## src/hdl/gfel_pkg.sv

```systemverilog
// ---------------------------------------------------------------------------
// gfel_pkg: shared types and constants for the GF(p^n) ElGamal encryptor
// Holds the polynomial type, register map codes and sequencer state types.
// ---------------------------------------------------------------------------
package gfel_pkg;

    localparam int MaxDeg   = 4;
    localparam int CoefBits = 16;
    localparam int BufLen   = 2 * MaxDeg;
    localparam int ExpBits  = 16;

    typedef logic [CoefBits-1:0]              coef_t;
    typedef logic [MaxDeg-1:0][CoefBits-1:0]  poly_t;
    typedef logic [$clog2(BufLen)-1:0]        buf_idx_t;
    typedef logic [$clog2(MaxDeg)-1:0]        coef_idx_t;
    typedef logic [$clog2(MaxDeg+1)-1:0]      deg_t;
    typedef logic [$clog2(ExpBits)-1:0]       ebit_t;

    typedef logic [2:0] reg_idx_t;
    localparam reg_idx_t RegPrime  = 3'd0;
    localparam reg_idx_t RegDegree = 3'd1;
    localparam reg_idx_t RegTail   = 3'd2;
    localparam reg_idx_t RegGen    = 3'd3;
    localparam reg_idx_t RegPubKey = 3'd4;

    localparam logic [15:0] PrimeReset = 16'd65521;

    // Sequencer for one whole transaction.
    typedef enum logic [3:0] {
        J_IDLE,
        J_LTAIL,
        J_LGEN,
        J_LKEY,
        J_LMSG,
        J_SQR,
        J_PMUL,
        J_FMUL,
        J_OUT
    } job_state_t;

    // Polynomial product / load engine around the shared serial multiplier.
    typedef enum logic [2:0] {
        E_IDLE,
        E_CLEAR,
        E_LOAD,
        E_MAC,
        E_ADD,
        E_FRD,
        E_DONE
    } eng_state_t;

    typedef struct packed {
        logic launch;
        logic mul_mode;
        logic fold_en;
    } eng_cmd_t;

endpackage

```

## src/hdl/gf_pn_elgamal_encrypt_unit.sv

```systemverilog
// ---------------------------------------------------------------------------
// gf_pn_elgamal_encrypt_unit: ElGamal encryption over GF(p)[x]/(h)
// Computes c1 = g^e and c2 = m * k^e with a bit-serial modular multiplier.
// ---------------------------------------------------------------------------
// Usage. Program prime_modulus, field_degree, reduction_tail, generator_poly
// and public_key_poly through the APB port (64-bit data, register i at byte
// address 8*i) while the block is idle. An input transaction carries the four
// message coefficients and the exponent e; it is taken when in_valid is high
// and in_stall is low. The block holds in_stall high from acceptance until its
// single result transaction has been taken.
// Operation. All arithmetic runs on one multiply-accumulate unit that consumes
// one multiplier bit per cycle: a modular multiply-add loads its operands,
// shifts through the multiplier bits and adds the product into the buffer. A
// polynomial product of degree n takes (2n*n - n) such steps plus fold
// bookkeeping and set-up; loading the tail, g, k and m takes 4 steps each,
// with folding for g, k and m. In all, the work is 4 loads and
// 33 + 2*popcount(e) products (16 squarings and popcount(e) multiplies per
// power, then the product with m). Throughput is one transaction at a time;
// the next one can be taken in the cycle after the result leaves.
// The result stays on first_coef* and second_coef* with out_valid high for as
// long as out_stall is high. Reset returns the registers to their reset values
// and abandons any transaction in progress.
// ---------------------------------------------------------------------------
module gf_pn_elgamal_encrypt_unit (
    input  logic        clk,
    input  logic        rst_n,
    // Configuration port
    input  logic        psel,
    input  logic        penable,
    input  logic        pwrite,
    input  logic [5:0]  paddr,
    input  logic [63:0] pwdata,
    output logic [63:0] prdata,
    output logic        pready,
    // Input channel
    input  logic        in_valid,
    output logic        in_stall,
    input  logic [15:0] msg_coef0,
    input  logic [15:0] msg_coef1,
    input  logic [15:0] msg_coef2,
    input  logic [15:0] msg_coef3,
    input  logic [15:0] ephemeral_exponent,
    // Output channel
    output logic        out_valid,
    input  logic        out_stall,
    output logic [15:0] first_coef0,
    output logic [15:0] first_coef1,
    output logic [15:0] first_coef2,
    output logic [15:0] first_coef3,
    output logic [15:0] second_coef0,
    output logic [15:0] second_coef1,
    output logic [15:0] second_coef2,
    output logic [15:0] second_coef3
);

    // Configuration registers
    logic [15:0] prime_reg;
    logic [2:0]  degree_reg;
    logic [63:0] tail_cfg_reg;
    logic [63:0] gen_cfg_reg;
    logic [63:0] key_cfg_reg;

    // Transaction state
    gfel_pkg::job_state_t job_reg, job_next;
    logic                 issued_reg;
    logic                 key_pass_reg;
    gfel_pkg::ebit_t      ebit_reg;
    logic [15:0]          exp_reg;
    gfel_pkg::poly_t      msg_raw_reg;
    logic [15:0]          p_reg;
    gfel_pkg::deg_t       n_reg;
    logic                 one_reg;

    gfel_pkg::poly_t t_reg, g_reg, k_reg, m_reg, r_reg, c1_reg;

    // Engine
    gfel_pkg::eng_state_t eng_reg, eng_next;
    gfel_pkg::eng_cmd_t   cmd;
    logic                 mul_mode_reg;
    logic                 fold_en_reg;
    logic                 in_fold_reg;
    gfel_pkg::poly_t      opa_reg, opb_reg;
    gfel_pkg::poly_t      opa_src, opb_src;
    gfel_pkg::coef_idx_t  ci_reg, cj_reg;
    gfel_pkg::buf_idx_t   fi_reg;
    logic [15:0]          fv_reg;
    logic [15:0]          buf_reg [gfel_pkg::BufLen];

    // Serial multiplier
    logic [15:0] sh_reg;
    logic [15:0] bb_reg;
    logic [15:0] acc_reg;
    logic [3:0]  bitc_reg;

    logic                 eng_done;
    logic                 cfg_wr;
    gfel_pkg::reg_idx_t   cfg_idx;
    logic [15:0]          p_eff;
    gfel_pkg::deg_t       n_eff;
    gfel_pkg::poly_t      res_poly;
    gfel_pkg::poly_t      one_poly;
    gfel_pkg::buf_idx_t   dst_idx;
    gfel_pkg::buf_idx_t   rd_idx;
    gfel_pkg::buf_idx_t   fold_top;
    gfel_pkg::buf_idx_t   n_idx;
    gfel_pkg::coef_idx_t  n_last;
    logic [15:0]          a_sel, b_sel;
    logic [17:0]          step_sum, step_red;
    logic [16:0]          add_sum, add_red;
    logic                 exp_bit;

    assign pready  = 1'b1;
    assign cfg_wr  = psel && penable && pwrite && pready;
    assign cfg_idx = paddr[5:3];

    always_comb
    begin
        case (cfg_idx)
            gfel_pkg::RegPrime:  prdata = {48'd0, prime_reg};
            gfel_pkg::RegDegree: prdata = {61'd0, degree_reg};
            gfel_pkg::RegTail:   prdata = tail_cfg_reg;
            gfel_pkg::RegGen:    prdata = gen_cfg_reg;
            gfel_pkg::RegPubKey: prdata = key_cfg_reg;
            default:             prdata = 64'd0;
        endcase
    end

    always_ff @(posedge clk or negedge rst_n)
    begin
        if (!rst_n)
        begin
            prime_reg    <= gfel_pkg::PrimeReset;
            degree_reg   <= 3'd1;
            tail_cfg_reg <= 64'd0;
            gen_cfg_reg  <= 64'd1;
            key_cfg_reg  <= 64'd1;
        end
        else if (cfg_wr)
        begin
            case (cfg_idx)
                gfel_pkg::RegPrime:  prime_reg    <= pwdata[15:0];
                gfel_pkg::RegDegree: degree_reg   <= pwdata[2:0];
                gfel_pkg::RegTail:   tail_cfg_reg <= pwdata;
                gfel_pkg::RegGen:    gen_cfg_reg  <= pwdata;
                gfel_pkg::RegPubKey: key_cfg_reg  <= pwdata;
                default:             ;
            endcase
        end
    end

    // A modulus below two behaves as one; the degree is clamped to 1..MaxDeg.
    assign p_eff = (prime_reg < 16'd2) ? 16'd1 : prime_reg;
    always_comb
    begin
        if (degree_reg == 3'd0)
            n_eff = gfel_pkg::deg_t'(1);
        else if (degree_reg > 3'(gfel_pkg::MaxDeg))
            n_eff = gfel_pkg::deg_t'(gfel_pkg::MaxDeg);
        else
            n_eff = gfel_pkg::deg_t'(degree_reg);
    end

    always_comb
    begin
        one_poly    = '0;
        one_poly[0] = {15'd0, one_reg};
        for (int k = 0; k < gfel_pkg::MaxDeg; k++)
            res_poly[k] = (k < n_reg) ? buf_reg[k] : 16'd0;
    end

    assign eng_done = (eng_reg == gfel_pkg::E_DONE);
    assign exp_bit  = exp_reg[ebit_reg];

    // ---------------- transaction sequencer ----------------
    always_comb
    begin
        job_next = job_reg;
        case (job_reg)
            gfel_pkg::J_IDLE:
                if (in_valid)
                    job_next = gfel_pkg::J_LTAIL;
            gfel_pkg::J_LTAIL:
                if (eng_done)
                    job_next = gfel_pkg::J_LGEN;
            gfel_pkg::J_LGEN:
                if (eng_done)
                    job_next = gfel_pkg::J_LKEY;
            gfel_pkg::J_LKEY:
                if (eng_done)
                    job_next = gfel_pkg::J_LMSG;
            gfel_pkg::J_LMSG:
                if (eng_done)
                    job_next = gfel_pkg::J_SQR;
            gfel_pkg::J_SQR, gfel_pkg::J_PMUL:
                if (eng_done)
                begin
                    if (job_reg == gfel_pkg::J_SQR && exp_bit)
                        job_next = gfel_pkg::J_PMUL;
                    else if (ebit_reg != '0 || !key_pass_reg)
                        job_next = gfel_pkg::J_SQR;
                    else
                        job_next = gfel_pkg::J_FMUL;
                end
            gfel_pkg::J_FMUL:
                if (eng_done)
                    job_next = gfel_pkg::J_OUT;
            gfel_pkg::J_OUT:
                if (!out_stall)
                    job_next = gfel_pkg::J_IDLE;
            default:
                job_next = gfel_pkg::J_IDLE;
        endcase
    end

    always_comb
    begin
        cmd     = '0;
        opa_src = r_reg;
        opb_src = r_reg;
        cmd.launch = (job_reg != gfel_pkg::J_IDLE) && (job_reg != gfel_pkg::J_OUT)
                     && (eng_reg == gfel_pkg::E_IDLE) && !issued_reg;
        case (job_reg)
            gfel_pkg::J_LTAIL:
                opa_src = gfel_pkg::poly_t'(tail_cfg_reg);
            gfel_pkg::J_LGEN:
            begin
                opa_src     = gfel_pkg::poly_t'(gen_cfg_reg);
                cmd.fold_en = 1'b1;
            end
            gfel_pkg::J_LKEY:
            begin
                opa_src     = gfel_pkg::poly_t'(key_cfg_reg);
                cmd.fold_en = 1'b1;
            end
            gfel_pkg::J_LMSG:
            begin
                opa_src     = msg_raw_reg;
                cmd.fold_en = 1'b1;
            end
            gfel_pkg::J_SQR:
            begin
                cmd.mul_mode = 1'b1;
                cmd.fold_en  = 1'b1;
            end
            gfel_pkg::J_PMUL:
            begin
                opb_src      = key_pass_reg ? k_reg : g_reg;
                cmd.mul_mode = 1'b1;
                cmd.fold_en  = 1'b1;
            end
            gfel_pkg::J_FMUL:
            begin
                opa_src      = m_reg;
                cmd.mul_mode = 1'b1;
                cmd.fold_en  = 1'b1;
            end
            default:
                cmd.launch = 1'b0;
        endcase
    end

    always_ff @(posedge clk or negedge rst_n)
    begin
        if (!rst_n)
        begin
            job_reg      <= gfel_pkg::J_IDLE;
            issued_reg   <= 1'b0;
            key_pass_reg <= 1'b0;
            ebit_reg     <= '0;
        end
        else
        begin
            job_reg <= job_next;
            if (cmd.launch)
                issued_reg <= 1'b1;
            else if (eng_done)
                issued_reg <= 1'b0;
            if (job_reg == gfel_pkg::J_IDLE)
                key_pass_reg <= 1'b0;
            if (eng_done)
            begin
                if (job_reg == gfel_pkg::J_LMSG)
                    ebit_reg <= gfel_pkg::ebit_t'(gfel_pkg::ExpBits - 1);
                else if (job_next == gfel_pkg::J_SQR)
                begin
                    if (ebit_reg == '0)
                    begin
                        ebit_reg     <= gfel_pkg::ebit_t'(gfel_pkg::ExpBits - 1);
                        key_pass_reg <= 1'b1;
                    end
                    else
                        ebit_reg <= ebit_reg - 1'b1;
                end
            end
        end
    end

    // Transaction payload and polynomial registers.
    always_ff @(posedge clk)
    begin
        if (job_reg == gfel_pkg::J_IDLE && in_valid)
        begin
            msg_raw_reg <= {msg_coef3, msg_coef2, msg_coef1, msg_coef0};
            exp_reg     <= ephemeral_exponent;
            p_reg       <= p_eff;
            n_reg       <= n_eff;
            one_reg     <= (p_eff != 16'd1);
        end
        if (eng_done)
        begin
            case (job_reg)
                gfel_pkg::J_LTAIL: t_reg <= res_poly;
                gfel_pkg::J_LGEN:  g_reg <= res_poly;
                gfel_pkg::J_LKEY:  k_reg <= res_poly;
                gfel_pkg::J_LMSG:
                begin
                    m_reg <= res_poly;
                    r_reg <= one_poly;
                end
                gfel_pkg::J_SQR, gfel_pkg::J_PMUL:
                begin
                    // The end of the first power hands g^e over and restarts at one.
                    if (job_next == gfel_pkg::J_SQR && ebit_reg == '0)
                    begin
                        c1_reg <= res_poly;
                        r_reg  <= one_poly;
                    end
                    else
                        r_reg <= res_poly;
                end
                gfel_pkg::J_FMUL:  r_reg <= res_poly;
                default:           ;
            endcase
        end
    end

    assign in_stall  = (job_reg != gfel_pkg::J_IDLE);
    assign out_valid = (job_reg == gfel_pkg::J_OUT);

    assign first_coef0  = c1_reg[0];
    assign first_coef1  = c1_reg[1];
    assign first_coef2  = c1_reg[2];
    assign first_coef3  = c1_reg[3];
    assign second_coef0 = r_reg[0];
    assign second_coef1 = r_reg[1];
    assign second_coef2 = r_reg[2];
    assign second_coef3 = r_reg[3];

    // ---------------- product engine ----------------
    assign n_idx    = gfel_pkg::buf_idx_t'(n_reg);
    assign n_last   = gfel_pkg::coef_idx_t'(n_reg - 1'b1);
    assign fold_top = mul_mode_reg ? gfel_pkg::buf_idx_t'({n_idx, 1'b0} - 2'd2)
                                   : gfel_pkg::buf_idx_t'(gfel_pkg::MaxDeg - 1);

    assign dst_idx = in_fold_reg
                   ? gfel_pkg::buf_idx_t'(fi_reg - n_idx + gfel_pkg::buf_idx_t'(cj_reg))
                   : gfel_pkg::buf_idx_t'(ci_reg) + gfel_pkg::buf_idx_t'(cj_reg);
    assign rd_idx  = (eng_reg == gfel_pkg::E_FRD) ? fi_reg : dst_idx;

    assign a_sel = in_fold_reg ? fv_reg : opa_reg[ci_reg];
    always_comb
    begin
        if (in_fold_reg)
            b_sel = t_reg[cj_reg];
        else if (mul_mode_reg)
            b_sel = opb_reg[cj_reg];
        else
            b_sel = {15'd0, one_reg};
    end

    // One multiplier bit per cycle: acc = 2*acc + bit*b, kept below p.
    always_comb
    begin
        step_sum = {1'b0, acc_reg, 1'b0} + (sh_reg[15] ? {2'b00, bb_reg} : 18'd0);
        if (step_sum >= {1'b0, p_reg, 1'b0})
            step_red = step_sum - {1'b0, p_reg, 1'b0};
        else if (step_sum >= {2'b00, p_reg})
            step_red = step_sum - {2'b00, p_reg};
        else
            step_red = step_sum;
        add_sum = {1'b0, buf_reg[rd_idx]} + {1'b0, acc_reg};
        if (add_sum >= {1'b0, p_reg})
            add_red = add_sum - {1'b0, p_reg};
        else
            add_red = add_sum;
    end

    always_comb
    begin
        eng_next = eng_reg;
        case (eng_reg)
            gfel_pkg::E_IDLE:
                if (cmd.launch)
                    eng_next = gfel_pkg::E_CLEAR;
            gfel_pkg::E_CLEAR:
                eng_next = gfel_pkg::E_LOAD;
            gfel_pkg::E_LOAD:
                eng_next = gfel_pkg::E_MAC;
            gfel_pkg::E_MAC:
                if (bitc_reg == 4'd15)
                    eng_next = gfel_pkg::E_ADD;
            gfel_pkg::E_ADD:
            begin
                if (in_fold_reg)
                begin
                    if (cj_reg != n_last)
                        eng_next = gfel_pkg::E_LOAD;
                    else if (fi_reg - 1'b1 >= n_idx)
                        eng_next = gfel_pkg::E_FRD;
                    else
                        eng_next = gfel_pkg::E_DONE;
                end
                else if (mul_mode_reg && (cj_reg != n_last || ci_reg != n_last))
                    eng_next = gfel_pkg::E_LOAD;
                else if (!mul_mode_reg
                         && ci_reg != gfel_pkg::coef_idx_t'(gfel_pkg::MaxDeg - 1))
                    eng_next = gfel_pkg::E_LOAD;
                else if (fold_en_reg && fold_top >= n_idx)
                    eng_next = gfel_pkg::E_FRD;
                else
                    eng_next = gfel_pkg::E_DONE;
            end
            gfel_pkg::E_FRD:
                eng_next = gfel_pkg::E_LOAD;
            gfel_pkg::E_DONE:
                eng_next = gfel_pkg::E_IDLE;
            default:
                eng_next = gfel_pkg::E_IDLE;
        endcase
    end

    always_ff @(posedge clk or negedge rst_n)
    begin
        if (!rst_n)
            eng_reg <= gfel_pkg::E_IDLE;
        else
            eng_reg <= eng_next;
    end

    always_ff @(posedge clk)
    begin
        case (eng_reg)
            gfel_pkg::E_IDLE:
                if (cmd.launch)
                begin
                    opa_reg      <= opa_src;
                    opb_reg      <= opb_src;
                    mul_mode_reg <= cmd.mul_mode;
                    fold_en_reg  <= cmd.fold_en;
                end
            gfel_pkg::E_CLEAR:
            begin
                for (int k = 0; k < gfel_pkg::BufLen; k++)
                    buf_reg[k] <= 16'd0;
                ci_reg      <= '0;
                cj_reg      <= '0;
                in_fold_reg <= 1'b0;
            end
            gfel_pkg::E_LOAD:
            begin
                sh_reg   <= a_sel;
                bb_reg   <= b_sel;
                acc_reg  <= 16'd0;
                bitc_reg <= 4'd0;
            end
            gfel_pkg::E_MAC:
            begin
                acc_reg  <= step_red[15:0];
                sh_reg   <= {sh_reg[14:0], 1'b0};
                bitc_reg <= bitc_reg + 1'b1;
            end
            gfel_pkg::E_ADD:
            begin
                buf_reg[dst_idx] <= add_red[15:0];
                if (in_fold_reg)
                begin
                    cj_reg <= cj_reg + 1'b1;
                    if (cj_reg == n_last)
                        fi_reg <= fi_reg - 1'b1;
                end
                else if (mul_mode_reg)
                begin
                    if (cj_reg != n_last)
                        cj_reg <= cj_reg + 1'b1;
                    else
                    begin
                        cj_reg <= '0;
                        ci_reg <= ci_reg + 1'b1;
                    end
                    fi_reg <= fold_top;
                end
                else
                begin
                    ci_reg <= ci_reg + 1'b1;
                    fi_reg <= fold_top;
                end
            end
            gfel_pkg::E_FRD:
            begin
                // Fold the top coefficient down through x^n = sum t_j x^j.
                fv_reg          <= buf_reg[rd_idx];
                buf_reg[fi_reg] <= 16'd0;
                cj_reg          <= '0;
                in_fold_reg     <= 1'b1;
            end
            default:
                ;
        endcase
    end

endmodule

```

## config.mk

```make
export PLATFORM = sky130hd
export DESIGN_NAME = gf_pn_elgamal_encrypt_unit
export DESIGN_NICKNAME = d
export VERILOG_FILES = /design/src/hdl/gfel_pkg.sv /design/src/hdl/gf_pn_elgamal_encrypt_unit.sv
export SDC_FILE = /design/constraint.sdc
export NUM_CORES = 2
export LEC_CHECK = 0
export BUFFER_PORTS_ARGS = -buffer_cell sky130_fd_sc_hd__buf_2
export CORE_UTILIZATION = 30
export CTS_CLUSTER_SIZE = 16
export DETAILED_ROUTE_END_ITERATION = 8
export GPL_ROUTABILITY_DRIVEN = 1
export HOLD_SLACK_MARGIN = 0.12
export PLACE_DENSITY = 0.43
export SLEW_MARGIN = 25
export SYNTH_ARGS = -nofsm -noshare
export SYNTH_HDL_FRONTEND = slang
export SYNTH_SLANG_ARGS = --single-unit
```

## constraint.sdc

```tcl
create_clock -name clk -period 16.2 [get_ports clk]
set_input_delay 2.43 -clock clk [delete_from_list [all_inputs] [get_ports clk]]
set_output_delay 2.43 -clock clk [all_outputs]
set_load 0.02 [all_outputs]
```

==> results.yml <==
timing:
  tightest_slew_ns: 1.149
  setup_violations: 0
  fin_skew_ns: 0.03694
  rsz0062_at_grt: "no"
  period_share_pct: 59.35
  fmax_ghz: 0.1040
  hold_viol: 0
  fin_crit_ns: 9.615
  timing.hold.ws_ns: 0.4781
  relSlewSlack_pct: 23.37
  maxSlewViolCount: 0
  tns_ns: 0
grt:
  grt.total_usage_pct: 21.12
  grt_first_pass_wirelength_um: 237200
  grt_max_degree: 139
  antenna_found_initial: 25
  overflow: 0
  grt_pass1_vias: 30440
detailed_routing:
  dr.pass1.iters: 5
  antenna_left: 0
  drt-initial-drc-count: 2773
  highest_layer: "met5"
  wl_met2_um: 79410
  m1WireLength_um: 76190
  vias_per_cell: 5.176
  wl_met3_um: 8474
  drc_errors: 0
  num_vias: 30960
  drt-total-wl_um: 170000
  drt-wirelength-per-cell_um: 28.43
setup_path:
  end_kind: "flip-flop"
  cp_data_arrival_time_ns: 10.06
  cp_max_fo: 48
  worstSetupPathType: "reg -> reg"
  required_ns: 16.64
  crit_family: "compound AO/OA/AOI/OAI gates"
  startpoint_type: "flip-flop"
  slowest_stage: "mux2i_1"
  critPathBufInv: 3
  max_stage_delay_ns: 0.94
yosys:
  synth_edf_count: 818
  seq_area_frac_synth_pct: 64.03
  yosys_warnings: 0
  synth_area_leader_cell: "edfxtp_1"
  synthCells: 3486
  async_flop_share_pct: 21.50
  synthTopCellsByCount: "edfxtp_1 (818), nor2_1 (319), nand2_1 (285)"
  synth_area_mm2: 0.04715
  synth_top_area_share_pct: 52.10
  synth_nets: 3745
  yosysUniqueCellTypes: 71
  yosysMostFrequentCell: "edfxtp_1"
  ys.flop_type: "edfxtp_1"
  synth.area.top_cells: "edfxtp_1 (52%), dfrtp_1 (11%), mux2_2 (5.1%)"
  synth.avg_cell_area_um2: 13.53
  ys_ff_latch: 1042
cells_and_area:
  largest_reg_flops: 128
  instances_no_fill: 5981
  nNetsFinal: 4076
  fin_util_pct: 35.28
  area_growth_pct: 16.87
  drive_gt1_share_pct: 23.35
  nFillCells: 15310
clocking:
  hold_buffers: 0
  numClockSinks: 1042
  postCtsSetupBuffers: 0
  cts_root_buf: "clkbuf_16"
  tritoncts: "built"
  clk_pin_slew_worst_paths_ns: 0.06
  numCtsBuffers: 115
  htree_levels: 3
  clk_latency_ns: 0.75
  cts_resized: 0
  cts.path.max_buffers: 3
power:
  power.density_mw_per_mm2: 159.0
  peakVddDrop_mv: 0.1312
  p_leak_nw: 21.32
flow_run:
  maxCapViolations: 0
min_path:
  hp-class: "reg -> reg"
die:
  initial_core_util_pct: 30.18
  ios: 352
  core_area_mm2: 0.1562
  rows: 145
  die_h_um: 398.4
  die_area_mm2: 0.1588
  die_x_um: 398.4
place:
  place_inst: 5757
  portBuffers: 347
  dp_hpwl_um: 117900
  gp_congestion: 0.8239
run_status:
  run_status: "finished clean"
==> kinds of logic after synthesis <==
logic type	synth area share (%)
DFF	64.03
muxes	11.04
and+or+nand+nor	8.704
other	0.007954
adders and majority gates	2.834
xor gates and xnor gates	1.356
AOI/OAI and AO/OA	9.912
buffers and inverters	2.120
==> cells in the final DEF, fill, tap and decap left out, types with 94 or more instances in the layout <==
master | Yosys | routed
a21oi_1 | 135 | 132
a22oi_1 | 154 | 154
nand2_1 | 285 | 285
clkbuf_16 | 0 | 117
buf_2 | 3 | 346
and2_1 | 103 | 100
o21ai_0 | 122 | 116
ha_1 | 94 | 94
edfxtp_1 | 818 | 818
mux2i_1 | 152 | 147
nor2_1 | 319 | 308
mux2_2 | 215 | 215
dfrtp_1 | 208 | 207
==> cell type report <==
class | instances | area [µm²] | area share (%)
sequential | 1042 | 30190 | 54.79
tap | 2058 | 2575 | 4.673
antenna | 8 | 20.02 | 0.03633
clock buffer | 157 | 3128 | 5.677
clock inverter | 58 | 467.9 | 0.8492
timing repair buffer | 417 | 2308 | 4.189
inverter | 59 | 221.5 | 0.4019
multi-input combinational | 2182 | 16190 | 29.38
==> metal layers <==
metal  GRT usage, %  up-vias
met3          2.784      192
li1               -    13840
met2          33.80      910
met5              0        -
met4          7.540        2
met1          29.25    16020
==> where the power goes <==
group	internal (W)	switching, W	leakage [nW]	total, W
Sequential	0.00311	0.000145	10.4	0.00325
Combinational	0.00104	0.00191	9.14	0.00295
Clock	0.00144	0.00112	1.75	0.00256
==> metrics by stage <==
stage,setup WS [ns],total power [W],instance area (µm²)
global route,6.170,0.009194,55090
detailed placement,6.735,0.006183,51450
CTS,6.697,0.008781,55050
finish,6.585,0.008760,55100
floorplan,5.473,0.005204,47150
global placement,6.749,0.006182,51420
==> worst paths after layout <==
kind,to,start,depth (start not counted),slack (ns)
worst max-delay path,buf_reg[1][9],cj_reg[1],28,6.58
worst min-delay path,issued_reg,issued_reg,1,0.48
worst max register to register,buf_reg[1][9],cj_reg[1],28,6.58
max in group asynchronous,key_pass_reg,rst_n,2,13.04
worst min register to register,issued_reg,issued_reg,1,0.48
min in group asynchronous,key_cfg_reg[40],rst_n,1,1.68
(Power assumes the default switching activity.)
